--- config.mk ---
export PLATFORM = sky130hd
export DESIGN_NAME = gof_bez_div
export DESIGN_NICKNAME = d
export VERILOG_FILES = /design/src/rtl/gof_pkg.sv /design/src/rtl/gof_bez_div.sv
export SDC_FILE = /design/constraint.sdc
export NUM_CORES = 2
export LEC_CHECK = 0
export ABC_AREA = 1
export BUFFER_PORTS_ARGS = -buffer_cell sky130_fd_sc_hd__buf_4
export CAP_MARGIN = 40
export CORE_ASPECT_RATIO = 1.4
export CORE_MARGIN = 8
export CORE_UTILIZATION = 70
export DETAILED_ROUTE_END_ITERATION = 8
export GPL_TIMING_DRIVEN = 0
export PLACE_DENSITY = 0.95
export SETUP_SLACK_MARGIN = 0.02
export SYNTH_ARGS = -nofsm -noshare
export SYNTH_HDL_FRONTEND = slang
export SYNTH_SLANG_ARGS = --single-unit
--- constraint.sdc ---
create_clock -name clk -period 8.12 [get_ports clk]
set_input_delay 0.406 -clock clk [delete_from_list [all_inputs] [get_ports clk]]
set_output_delay 0.406 -clock clk [all_outputs]
set_load 0.05 [all_outputs]
--- src/rtl/gof_pkg.sv ---
package gof_pkg;

  // fixed field widths
  localparam int COORD_W = 20;
  localparam int FONT_W  = 16;
  localparam int SCALE_W = 24;

  localparam logic [COORD_W-1:0] COORD_MAX   = '1;
  localparam logic [SCALE_W-1:0] SCALE_RESET = 24'd65536;

  // near-flat test: 5 * |dy| <= one pixel, i.e. |dy| <= 0.2 pixel
  localparam int FLAT_DIV = 5;
  localparam int FLAT_W   = COORD_W + 3;

  // configuration port
  localparam int PADDR_W = 4;
  localparam int PDATA_W = 32;
  localparam logic [1:0] REG_ORIGIN_X = 2'd0;
  localparam logic [1:0] REG_ORIGIN_Y = 2'd1;
  localparam logic [1:0] REG_SCALE    = 2'd2;

  typedef logic [COORD_W-1:0] coord_t;

  typedef struct packed {
    coord_t x;
    coord_t y;
  } xy_t;

  // scaled outline point
  typedef struct packed {
    coord_t x;
    coord_t y;
    logic   on_curve;
    logic   contour_end;
  } spoint_t;

  // one line or one quadratic curve to be broken into segments
  typedef struct packed {
    logic curve;
    logic last;
    xy_t  p0;
    xy_t  c;
    xy_t  p2;
  } job_t;

  // side data of one segment in flight through the divider
  typedef struct packed {
    logic first;
    logic last;
    logic lit;
    xy_t  start;
    xy_t  lit_end;
  } elem_t;

endpackage

--- src/rtl/gof_bez_div.sv ---
module gof_bez_div #(
  parameter int NN   = 25,
  parameter int NUMW = 25
) (
  input  logic               clk,
  input  logic               rst,
  input  logic               en,
  input  logic               in_valid,
  input  logic [NUMW-1:0]    num_x,
  input  logic [NUMW-1:0]    num_y,
  output logic               out_valid,
  output gof_pkg::xy_t       q
);

  localparam int MW = NUMW + 1;
  localparam int PW = NUMW + MW;
  localparam logic [MW-1:0]   RECIP = MW'((64'd1 << NUMW) / NN);
  localparam logic [NUMW-1:0] DIV   = NUMW'(NN);

  logic            v1;
  logic [PW-1:0]   prod_x;
  logic [PW-1:0]   prod_y;
  logic [NUMW-1:0] num1_x;
  logic [NUMW-1:0] num1_y;
  logic [NUMW-1:0] q0_x;
  logic [NUMW-1:0] q0_y;
  logic [NUMW-1:0] rem_x;
  logic [NUMW-1:0] rem_y;

  // valid pipeline
  always_ff @(posedge clk) begin
    if (rst) begin
      v1        <= 1'b0;
      out_valid <= 1'b0;
    end else if (en) begin
      v1        <= in_valid;
      out_valid <= v1;
    end
  end

  // reciprocal multiply, quotient low by at most one
  always_ff @(posedge clk) begin
    if (en) begin
      prod_x <= PW'(num_x) * PW'(RECIP);
      prod_y <= PW'(num_y) * PW'(RECIP);
      num1_x <= num_x;
      num1_y <= num_y;
    end
  end

  // remainder and single correction step
  always_comb begin
    q0_x  = NUMW'(prod_x >> NUMW);
    q0_y  = NUMW'(prod_y >> NUMW);
    rem_x = num1_x - q0_x * DIV;
    rem_y = num1_y - q0_y * DIV;
  end

  always_ff @(posedge clk) begin
    if (en) begin
      q.x <= q0_x[gof_pkg::COORD_W-1:0] + gof_pkg::COORD_W'(rem_x >= DIV);
      q.y <= q0_y[gof_pkg::COORD_W-1:0] + gof_pkg::COORD_W'(rem_y >= DIV);
    end
  end

`ifndef SYNTHESIS
  // the reciprocal estimate never misses by more than one
  a_rem_x: assert property (@(posedge clk) disable iff (rst)
    v1 |-> rem_x < (DIV << 1))
    else $error("x quotient estimate off by more than one");
  a_rem_y: assert property (@(posedge clk) disable iff (rst)
    v1 |-> rem_y < (DIV << 1))
    else $error("y quotient estimate off by more than one");
  a_rem_fix: assert property (@(posedge clk) disable iff (rst)
    v1 && rem_x >= DIV |-> q0_x[gof_pkg::COORD_W-1:0] != gof_pkg::COORD_MAX)
    else $error("quotient correction overflows the coordinate");
`endif

endmodule

==> out/metrics.csv <==
metric,value,unit
post-detailed-route DRC marker count,5,
fin crit share,0.719,
path type of the worst setup path,input pin to flop,
wire length of the first global-routing pass,144,mm
Post-Synthesis Cells,3589,
placeable core area,44900,um^2
Yosys reg bits,134,
hold buffer count at CTS,0,
mean instance size in the synthesized netlist,8.82,um^2
dominant cell type by area after synthesis,fa_1,
number of enable flip-flop cells after synthesis,132,
sort of element at the end of the critical path,flop,
fraction of synthesized cell area taken by the top area cell type,0.288,
Std-Cell Rows,92,
vias in the first global route,28900,
violations in the final reports,DRC,
# resized after CTS,0,
RD Place Congestion,0.975,
clock net sink count,134,
net count reported at finish,4895,
wire length per cell after detailed routing,21.2,um
count of final max-slew check failures,0,
post-CTS setup buffer count,0,
Syn Std Cell Area,31700,um^2
post-route clock skew,12.1,ps
dpl ws,2130,ps
register clock-pin slew on the reported worst setup and hold paths,80,ps
number of buffer cells added on primary ports,94,
Max Clock Freq,171,MHz
crit start category,input pin,
Layout Area Growth over Synthesis,6.36,%
antenna violations before repair,4,
most area-consuming cells after synthesis,"fa_1 (29%), ha_1 (27%), edfxtp_1 (13%)",
total negative setup slack,0,ps
Vert. Die Dim,268,um
peak fanout along the critical path,10,
Max transition margin,0.576,
critical path arrival,6080,ps
slew of the pin with the lowest slew margin,629,ps
WP data required,8360,ps
maximum number of pins on one net before global-route repair,81,
setup repair after global routing missed its margin,no,
fraction of registers with async set or reset after synthesis,0,
initial detailed-routing violation count,2335,
Clock Tree Buf Depth,2,
run status,"complete, but fails checks",
starting utilization of the core area,0.705,
worst-skew pair later-pin latency,460,ps
overall global routing resource usage,0.356,
global route overflow,0,
detailed-router iteration count before antenna repair,9,
via/cell ratio,6.01,
ports placed on the boundary,95,
Clock Tree Root,clkbuf_16,
CTS tree,built,
TritonCTS buffer count,17,
"crit path setup slack, layout",2280,ps
number of H-tree levels,4,
Commonest cells post-synth,"inv_1 (1,026), ha_1 (682), nand2_1 (558)",
fraction of layout cells with a size suffix above 1,0.0420,
Tightest Hold Check Type,input pin to flop,
count of yosys warnings during synthesis,0,
count of endpoints failing hold in the final timing report,0,
number of filler instances in the final layout,2762,
area enclosed by the die boundary,52400,um^2
Detail Placement HPWL,74.1,mm
Vias,25700,
setup violators final,0,
Max Cap Violations,0,
dominant cell by count in the synthesized netlist,inv_1,
number of distinct library cells after synthesis,40,
Post-Synthesis Net Count,4781,
part of the Yosys area used for sequential elements,0.126,
DRT Wirelength,90.8,mm
width of the chip,196,um
main flop type after synthesis,edfxtp_1,
antenna-violating nets left,0,
Period minus WS final,5840,ps
[critical path, cell delays in order]
cell     delay, ps
buf_4          260
fa_1           470
ha_1           440
fa_1           800
fa_1           520
fa_1           510
inv_1           60
fa_1           510
inv_1           50
ha_1           280
ha_1           390
a21o_1         220
a31oi_1        250
o21ai_0        170
a21oi_1        140
nand2_1        140
nand2_1         90
nand2_1         50
xor2_1         300
[sequential cells by signal (all words and copies together), names as in the netlist]
signal     cells
num1_x        25
num1_y        25
out_valid      1
prod_x        21
prod_y        21
q             40
v1             1
[logic make-up (layout without fill, tap and decap cells)]
logic type	Yosys count	count (layout)	share of synthesized area
flip-flops	134	134	0.126
buffers and inverters	1029	1156	0.122
adder cells (fa/ha/maj)	1138	1138	0.558
AO/OA/AOI/OAI	245	245	0.0442
XOR/XNOR	82	82	0.0229
AND/OR/NAND/NOR	961	961	0.127
other	0	4	0
[cell type report]
type                       instances  area (um^2)  share of cell area
multi-input combinational       2426        23800               0.707
sequential                       134         4000               0.119
inverter                        1028         3860               0.115
timing repair buffer              95          737              0.0219
tap                              564          706              0.0210
clock buffer                      17          425              0.0126
clock inverter                    15          136             0.00405
antenna                            4         10.0            0.000297
buffer                             1         5.00            0.000149
[stage by stage]
| step | instances | hold slack, ps | cell area, um^2 | util |
|---|---|---|---|---|
| after global routing | 4280 | 119 | 33700 | 0.750 |
| after CTS | 4280 | 104 | 33700 | 0.750 |
| after floorplan | 3589 | 430 | 31700 | - |
| after global placement | 4247 | 435 | 33100 | 0.737 |
| after detailed placement | 4248 | 445 | 33100 | 0.738 |
| final | 4284 | 112 | 33700 | 0.750 |
[metal layers]
layer  global-route usage  vias up  wire [um]
li1                     -    11300          -
met1                0.346    12100      28800
met2                0.647     1590      46300
met3               0.0620      725       6350
met4                0.307        0       9300
met5                    0        -          0
[cells in the final DEF (no fill, tap or decap), drive strengths merged, types with 17 or more instances in the layout]
cell,count
a21o,21
a21oi,123
buf,96
clkbuf,17
edfxtp,132
fa,456
ha,682
inv,1036
nand2,572
nand3,110
nand4,30
nor2,192
nor3,32
o21ai,54
xnor2,39
xor2,43
[final timing paths]
kind / to / depth (start not counted) / startpoint / slack, ps
worst max-delay path: prod_x[34]$_DFFE_PP_ / 19 / num_x[13] / 2280
worst min-delay path: out_valid$_SDFFE_PP0P_ / 2 / rst / 110
worst max register to register: q[38]$_DFFE_PP_ / 29 / prod_x[34]$_DFFE_PP_ / 2470
worst min register to register: out_valid$_SDFFE_PP0P_ / 2 / v1$_SDFFE_PP0P_ / 450
Power is not shown: default switching activity piles up to over one toggle a cycle in this logic, so the estimate is an artifact.
