File: src/rtl/gof_pkg.sv
package gof_pkg;

  // fixed field widths
  localparam int COORD_W = 20;
  localparam int FONT_W  = 16;
  localparam int SCALE_W = 24;

  localparam logic [COORD_W-1:0] COORD_MAX   = '1;
  localparam logic [SCALE_W-1:0] SCALE_RESET = 24'd65536;

  // near-flat test: 5 * |dy| <= one pixel, i.e. |dy| <= 0.2 pixel
  localparam int FLAT_DIV = 5;
  localparam int FLAT_W   = COORD_W + 3;

  // configuration port
  localparam int PADDR_W = 4;
  localparam int PDATA_W = 32;
  localparam logic [1:0] REG_ORIGIN_X = 2'd0;
  localparam logic [1:0] REG_ORIGIN_Y = 2'd1;
  localparam logic [1:0] REG_SCALE    = 2'd2;

  typedef logic [COORD_W-1:0] coord_t;

  typedef struct packed {
    coord_t x;
    coord_t y;
  } xy_t;

  // scaled outline point
  typedef struct packed {
    coord_t x;
    coord_t y;
    logic   on_curve;
    logic   contour_end;
  } spoint_t;

  // one line or one quadratic curve to be broken into segments
  typedef struct packed {
    logic curve;
    logic last;
    xy_t  p0;
    xy_t  c;
    xy_t  p2;
  } job_t;

  // side data of one segment in flight through the divider
  typedef struct packed {
    logic first;
    logic last;
    logic lit;
    xy_t  start;
    xy_t  lit_end;
  } elem_t;

endpackage

File: src/rtl/gof_point_if.sv
interface gof_point_if;
  logic                                valid;
  logic                                ready;
  logic signed [gof_pkg::FONT_W-1:0]   point_x;
  logic signed [gof_pkg::FONT_W-1:0]   point_y;
  logic                                on_curve;
  logic                                contour_end;

  modport source (output valid, point_x, point_y, on_curve, contour_end, input ready);
  modport sink   (input valid, point_x, point_y, on_curve, contour_end, output ready);
endinterface

File: src/rtl/gof_scale.sv
module gof_scale #(
  parameter int FRAC_BITS = 8
) (
  input  logic                              clk,
  input  logic                              rst,
  gof_point_if.sink                         pt_in,
  input  logic signed [gof_pkg::FONT_W-1:0] origin_x,
  input  logic signed [gof_pkg::FONT_W-1:0] origin_y,
  input  logic [gof_pkg::SCALE_W-1:0]       scale_recip,
  output logic                              out_valid,
  input  logic                              out_ready,
  output gof_pkg::spoint_t                  out_pt
);

  localparam int PROD_W = gof_pkg::FONT_W + gof_pkg::SCALE_W;
  localparam int SHIFT  = 16 - FRAC_BITS;
  localparam logic [PROD_W:0] RND = (PROD_W+1)'(1) << (15 - FRAC_BITS);

  logic                              raw_valid;
  logic signed [gof_pkg::FONT_W-1:0] raw_x;
  logic signed [gof_pkg::FONT_W-1:0] raw_y;
  logic                              raw_on;
  logic                              raw_end;
  logic                              raw_load;
  logic                              s1_load;

  // shift by origin, scale, round half up, clamp
  function automatic gof_pkg::coord_t scale_coord(
    logic signed [gof_pkg::FONT_W-1:0] p,
    logic signed [gof_pkg::FONT_W-1:0] org,
    logic [gof_pkg::SCALE_W-1:0]       rcp
  );
    logic signed [gof_pkg::FONT_W:0] d;
    logic [PROD_W-1:0]               prod;
    logic [PROD_W:0]                 v;
    d    = (gof_pkg::FONT_W+1)'(p) - (gof_pkg::FONT_W+1)'(org);
    prod = PROD_W'(d[gof_pkg::FONT_W-1:0]) * PROD_W'(rcp);
    v    = ({1'b0, prod} + RND) >> SHIFT;
    if (d <= 0) begin
      return '0;
    end else if (v > (PROD_W+1)'(gof_pkg::COORD_MAX)) begin
      return gof_pkg::COORD_MAX;
    end else begin
      return v[gof_pkg::COORD_W-1:0];
    end
  endfunction

  // handshake between the raw and scaled registers
  assign s1_load     = raw_valid && (!out_valid || out_ready);
  assign pt_in.ready = !raw_valid || s1_load;
  assign raw_load    = pt_in.valid && pt_in.ready;

  // valid bits
  always_ff @(posedge clk) begin
    if (rst) begin
      raw_valid <= 1'b0;
      out_valid <= 1'b0;
    end else begin
      if (raw_load) begin
        raw_valid <= 1'b1;
      end else if (s1_load) begin
        raw_valid <= 1'b0;
      end
      if (s1_load) begin
        out_valid <= 1'b1;
      end else if (out_ready) begin
        out_valid <= 1'b0;
      end
    end
  end

  // raw point register
  always_ff @(posedge clk) begin
    if (raw_load) begin
      raw_x   <= pt_in.point_x;
      raw_y   <= pt_in.point_y;
      raw_on  <= pt_in.on_curve;
      raw_end <= pt_in.contour_end;
    end
  end

  // scaled point register
  always_ff @(posedge clk) begin
    if (s1_load) begin
      out_pt.x           <= scale_coord(raw_x, origin_x, scale_recip);
      out_pt.y           <= scale_coord(raw_y, origin_y, scale_recip);
      out_pt.on_curve    <= raw_on;
      out_pt.contour_end <= raw_end;
    end
  end

endmodule

File: src/flat_wrapper.sv
// flat-port wrapper written by rule: the top's interface ports become plain ports
module gof_scale_flat 
#(
  parameter int FRAC_BITS = 8
)
  (clk, rst, origin_x, origin_y, scale_recip, out_valid, out_ready, out_pt, pt_in_valid, pt_in_point_x, pt_in_point_y, pt_in_on_curve, pt_in_contour_end, pt_in_ready);
  gof_point_if pt_in_i ();
  input  logic clk;
  input  logic rst;
  input  logic signed [gof_pkg::FONT_W-1:0] origin_x;
  input  logic signed [gof_pkg::FONT_W-1:0] origin_y;
  input  logic [gof_pkg::SCALE_W-1:0] scale_recip;
  output logic out_valid;
  input  logic out_ready;
  output gof_pkg::spoint_t out_pt;
  input wire logic [$bits(pt_in_i.valid)-1:0] pt_in_valid;
  input wire logic [$bits(pt_in_i.point_x)-1:0] pt_in_point_x;
  input wire logic [$bits(pt_in_i.point_y)-1:0] pt_in_point_y;
  input wire logic [$bits(pt_in_i.on_curve)-1:0] pt_in_on_curve;
  input wire logic [$bits(pt_in_i.contour_end)-1:0] pt_in_contour_end;
  output wire logic [$bits(pt_in_i.ready)-1:0] pt_in_ready;
  assign pt_in_i.valid = pt_in_valid;
  assign pt_in_i.point_x = pt_in_point_x;
  assign pt_in_i.point_y = pt_in_point_y;
  assign pt_in_i.on_curve = pt_in_on_curve;
  assign pt_in_i.contour_end = pt_in_contour_end;
  assign pt_in_ready = pt_in_i.ready;
  gof_scale #(.FRAC_BITS(FRAC_BITS)) u_core (.clk(clk), .rst(rst), .pt_in(pt_in_i), .origin_x(origin_x), .origin_y(origin_y), .scale_recip(scale_recip), .out_valid(out_valid), .out_ready(out_ready), .out_pt(out_pt));
endmodule
File: config.mk
export PLATFORM = sky130hd
export DESIGN_NAME = gof_scale_flat
export DESIGN_NICKNAME = d
export VERILOG_FILES = /design/src/rtl/gof_pkg.sv /design/src/rtl/gof_point_if.sv /design/src/rtl/gof_scale.sv /design/src/flat_wrapper.sv
export SDC_FILE = /design/constraint.sdc
export NUM_CORES = 2
export LEC_CHECK = 0
export ABC_AREA = 1
export BUFFER_PORTS_ARGS = -buffer_cell sky130_fd_sc_hd__buf_2
export CAP_MARGIN = 40
export CORE_MARGIN = 5
export CORE_UTILIZATION = 59
export CTS_CLUSTER_DIAMETER = 60
export DETAILED_ROUTE_END_ITERATION = 7
export GPL_ROUTABILITY_DRIVEN = 0
export PLACE_DENSITY_LB_ADDON = 0.15
export SYNTH_ARGS = -nofsm -noshare
export SYNTH_HDL_FRONTEND = slang
export SYNTH_SLANG_ARGS = --single-unit
File: constraint.sdc
create_clock -name clk -period 9.4 [get_ports clk]
set_clock_uncertainty 0.2 [all_clocks]
set_input_delay 2.35 -clock clk [delete_from_list [all_inputs] [get_ports clk]]
set_output_delay 2.35 -clock clk [all_outputs]
set_load 0.01 [all_outputs]
==> key figures <==
Outcome
  – Status: finished with violations
  – Violated checks: negative setup slack

Synthesis
  – Ranking of synthesized cells by area: fa_1 39%, inv_1 13%, nand2_1 12%
  – Main synth FF type: edfxtp_1
  – Seq/Total Area, Yosys: 7.44%
  – Yosys warns: 0
  – EDFF count, synth: 76
  – Post-Synth XOR/XNOR Area: about 1.4%
  – Most frequent cells after synthesis: 1102 x inv_1, 1022 x nand2_1, 616 x fa_1, 405 x nor2_1, 296 x ha_1
  – Syn Std Cell Area: 0.0312 mm2
  – Post-synth top area share: between 30 and 40%
  – Cells after synthesis: about 4100
  – Main combinational cell family by area after synthesis: adder cells
  – Yosys top cell by area: fa_1
  – Post-synth cell types: 46
  – Most common cell in the netlist: inv_1
  – Multiplexer area fraction after synthesis: 0%
  – Async SR Flop Fraction: 0%
  – Adder-cell area share of the yosys netlist: between 50% and 60%
  – Post-synthesis simple-gate area fraction: between 20% and 30%
  – FF+latch count, synth: between 70 and 80
  – Compound-cell area share of the yosys netlist: under 10%
  – Mean post-synth cell area: 7.56 um2
  – Syn_nets: 5137

Global route
  – Initial antenna violation count: 3
  – First-pass GRT wire length: approximately 140 mm
  – Global Route Usage Sum: between 30% and 40%
  – Gr ovfl total: 0
  – Vias in the first global route: between 20000 and 30000
  – Largest net degree at the start of global routing: 43

Timing
  – Final worst slack: -74.8 ps
  – Fmax: 0.106 GHz
  – Slew HR: 36.7%
  – Final min period: between 9000 and 10000 ps
  – Worst slew pin tran: approximately 950 ps
  – RSZ-0062 raised after global routing: true
  – Count of final hold-check violations: 0
  – Slew Viols, Final: 0
  – Final period utilization: 101%
  – Final setup viols: 4

Routing
  – DR iter-0 viols: 2864
  – DR vias: a little under 30000
  – Routed wire length: between 90 and 100 mm
  – DR vias/cell: about 5.5
  – DRT Pass-1 Iters: 8
  – Average wire per standard cell: ~18 um
  – DRC Markers: 0
  – Number of routed nets with antenna violations: 0

Placement
  – Placed Area: ~0.036 mm2
  – IO Port Bufs: 137
  – Post-Place Setup Slack: -497 ps
  – Placed cells: between 5000 and 6000
  – Detailed Place HPWL: 75.4 mm

Final layout
  – Synthesis-to-layout area growth: 24.0%
  – Finished Layout Cells: around 5300
  – Layout cell share with drive strength beyond 1: between 20% and 30%
  – Fill cell count: slightly below 4000
  – Post-Layout Inst Area: 0.0387 mm2
  – Layout Nets: 5618
  – Final core occ: approximately 74%

Clocking
  – Hold-fix buffers at CTS: 0
  – CTS max path bufs: 2
  – CTS tree: built
  – Clock tree sinks: 78
  – TritonCTS Buffers: 9
  – Worst skew pair latency: slightly above 400 ps
  – # H-tree levels: 3
  – Root buffer cell: clkbuf_16
  – Clock transition at path regs: 80 ps

Worst setup path
  – CP Capture Type: flop
  – WP data arrival: between 9000 and 10000 ps
  – Most used cell, CP: nand2_2
  – Worst Path Buf+Inv: 12
  – Slowest CP cell: fa_1
  – Reg2reg end: u_core.out_pt[30]
  – Worst-path fanout max: 8
  – Slowest stage delay, CP: about 520 ps
  – CP delay by family, top: adder cells
  – Crit. path cell count: 43
  – R2R depth: 43
  – R2R Setup Slk: about 1400 ps
  – Worst r2r src: u_core.raw_x[0]
  – Crit Path Category: in2reg
  – CP required: 9370 ps
  – CP startpoint kind: input port

Die
  – Starting density of the core: between 50% and 60%
  – Area of the core: about 0.052 mm2
  – Die Height: approximately 240 um
  – IO Count: ~140
  – Die area: 0.0576 mm2
  – Die W: ~240 um
  – Std cell rows: 84

Hold path
  – Hold/Removal Path Class: reg2reg
  – Min-delay src: u_core.raw_end
  – Worst Hold End: u_core.out_pt[0]
  – Worst Hold Depth: 0

Run
  – Max cap viols: 0
## worst max-delay path by stage
stage / from / endpoint
after floorplan: origin_y[0] / u_core.out_pt[10]
after global placement: origin_y[0] / u_core.out_pt[2]
after detailed placement: origin_y[0] / u_core.out_pt[18]
after CTS: origin_y[0] / u_core.out_pt[18]
after global routing: origin_x[0] / u_core.out_pt[30]
final: origin_x[0] / u_core.out_pt[30]
## what timing repair did
| action | CTS | global route |
|---|---|---|
| endpoints found under the setup margin | 20 | 40 |
| cloned | 0 | 21 |
| gates resized for setup | 10 | 481 |
| buffers inserted | 0 | 42 |
| pin swaps | 0 | 122 |
## state kept, by name, summed over array words and instances (netlist names)
| register | count |
|---|---|
| u_core.raw_on | 1 |
| u_core.raw_valid | 1 |
| u_core.out_pt | 42 |
| u_core.raw_end | 1 |
| u_core.raw_x | 16 |
| u_core.raw_y | 16 |
| u_core.out_valid | 1 |
## area by class of cell
class	count	area, um2	area share (%)
Inverter	1120	4230	10.9
Timing Repair Buffer	604	5040	13.0
Clock inverter	7	81.3	0.210
Antenna cell	1	2.50	0.00647
Clock buffer	9	225	0.582
Multi-Input combinational cell	2799	25900	67.0
Tap cell	688	861	2.22
Sequential cell	78	2320	6.00
## cells in the final DEF (no fill, tap or decap), drive strengths merged, types with 24 or more instances in the layout
master,n
a21oi,110
nand3,94
xnor2,39
nand4,52
buf,589
inv,1109
ha,296
o21ai,44
clkbuf,24
nand2,1043
fa,616
edfxtp,76
nor2,411
## metal layers
layer  track usage [%]  wire (um)  up-vias
met5                 0         23        -
met4              10.6       3650        4
met3              7.73      11900      291
met2              49.9      44200     1635
met1              44.5      37600    14130
li1                  -          -    12992
## logic make-up after synthesis
logic type / count (synthesis)
AO/OA/AOI/OAI: 194
XOR/XNOR: 49
adder cells (fa/ha/maj): 912
buffers and inverters: 1254
flip-flops: 78
AND/OR/NAND/NOR: 1644
## through the flow
| stage | TNS, ps | hold slack [ps] |
|---|---|---|
| global placement | -12450 | 201 |
| floorplan | 0 | 200 |
| global route | -8940 | 241 |
| CTS | 0 | 239 |
| detailed placement | -16630 | 220 |
| finish | -114 | 235 |
Power is left out: the tool's default activity adds up to more than one toggle a clock period on the data nets, which glitch-free logic cannot reach.
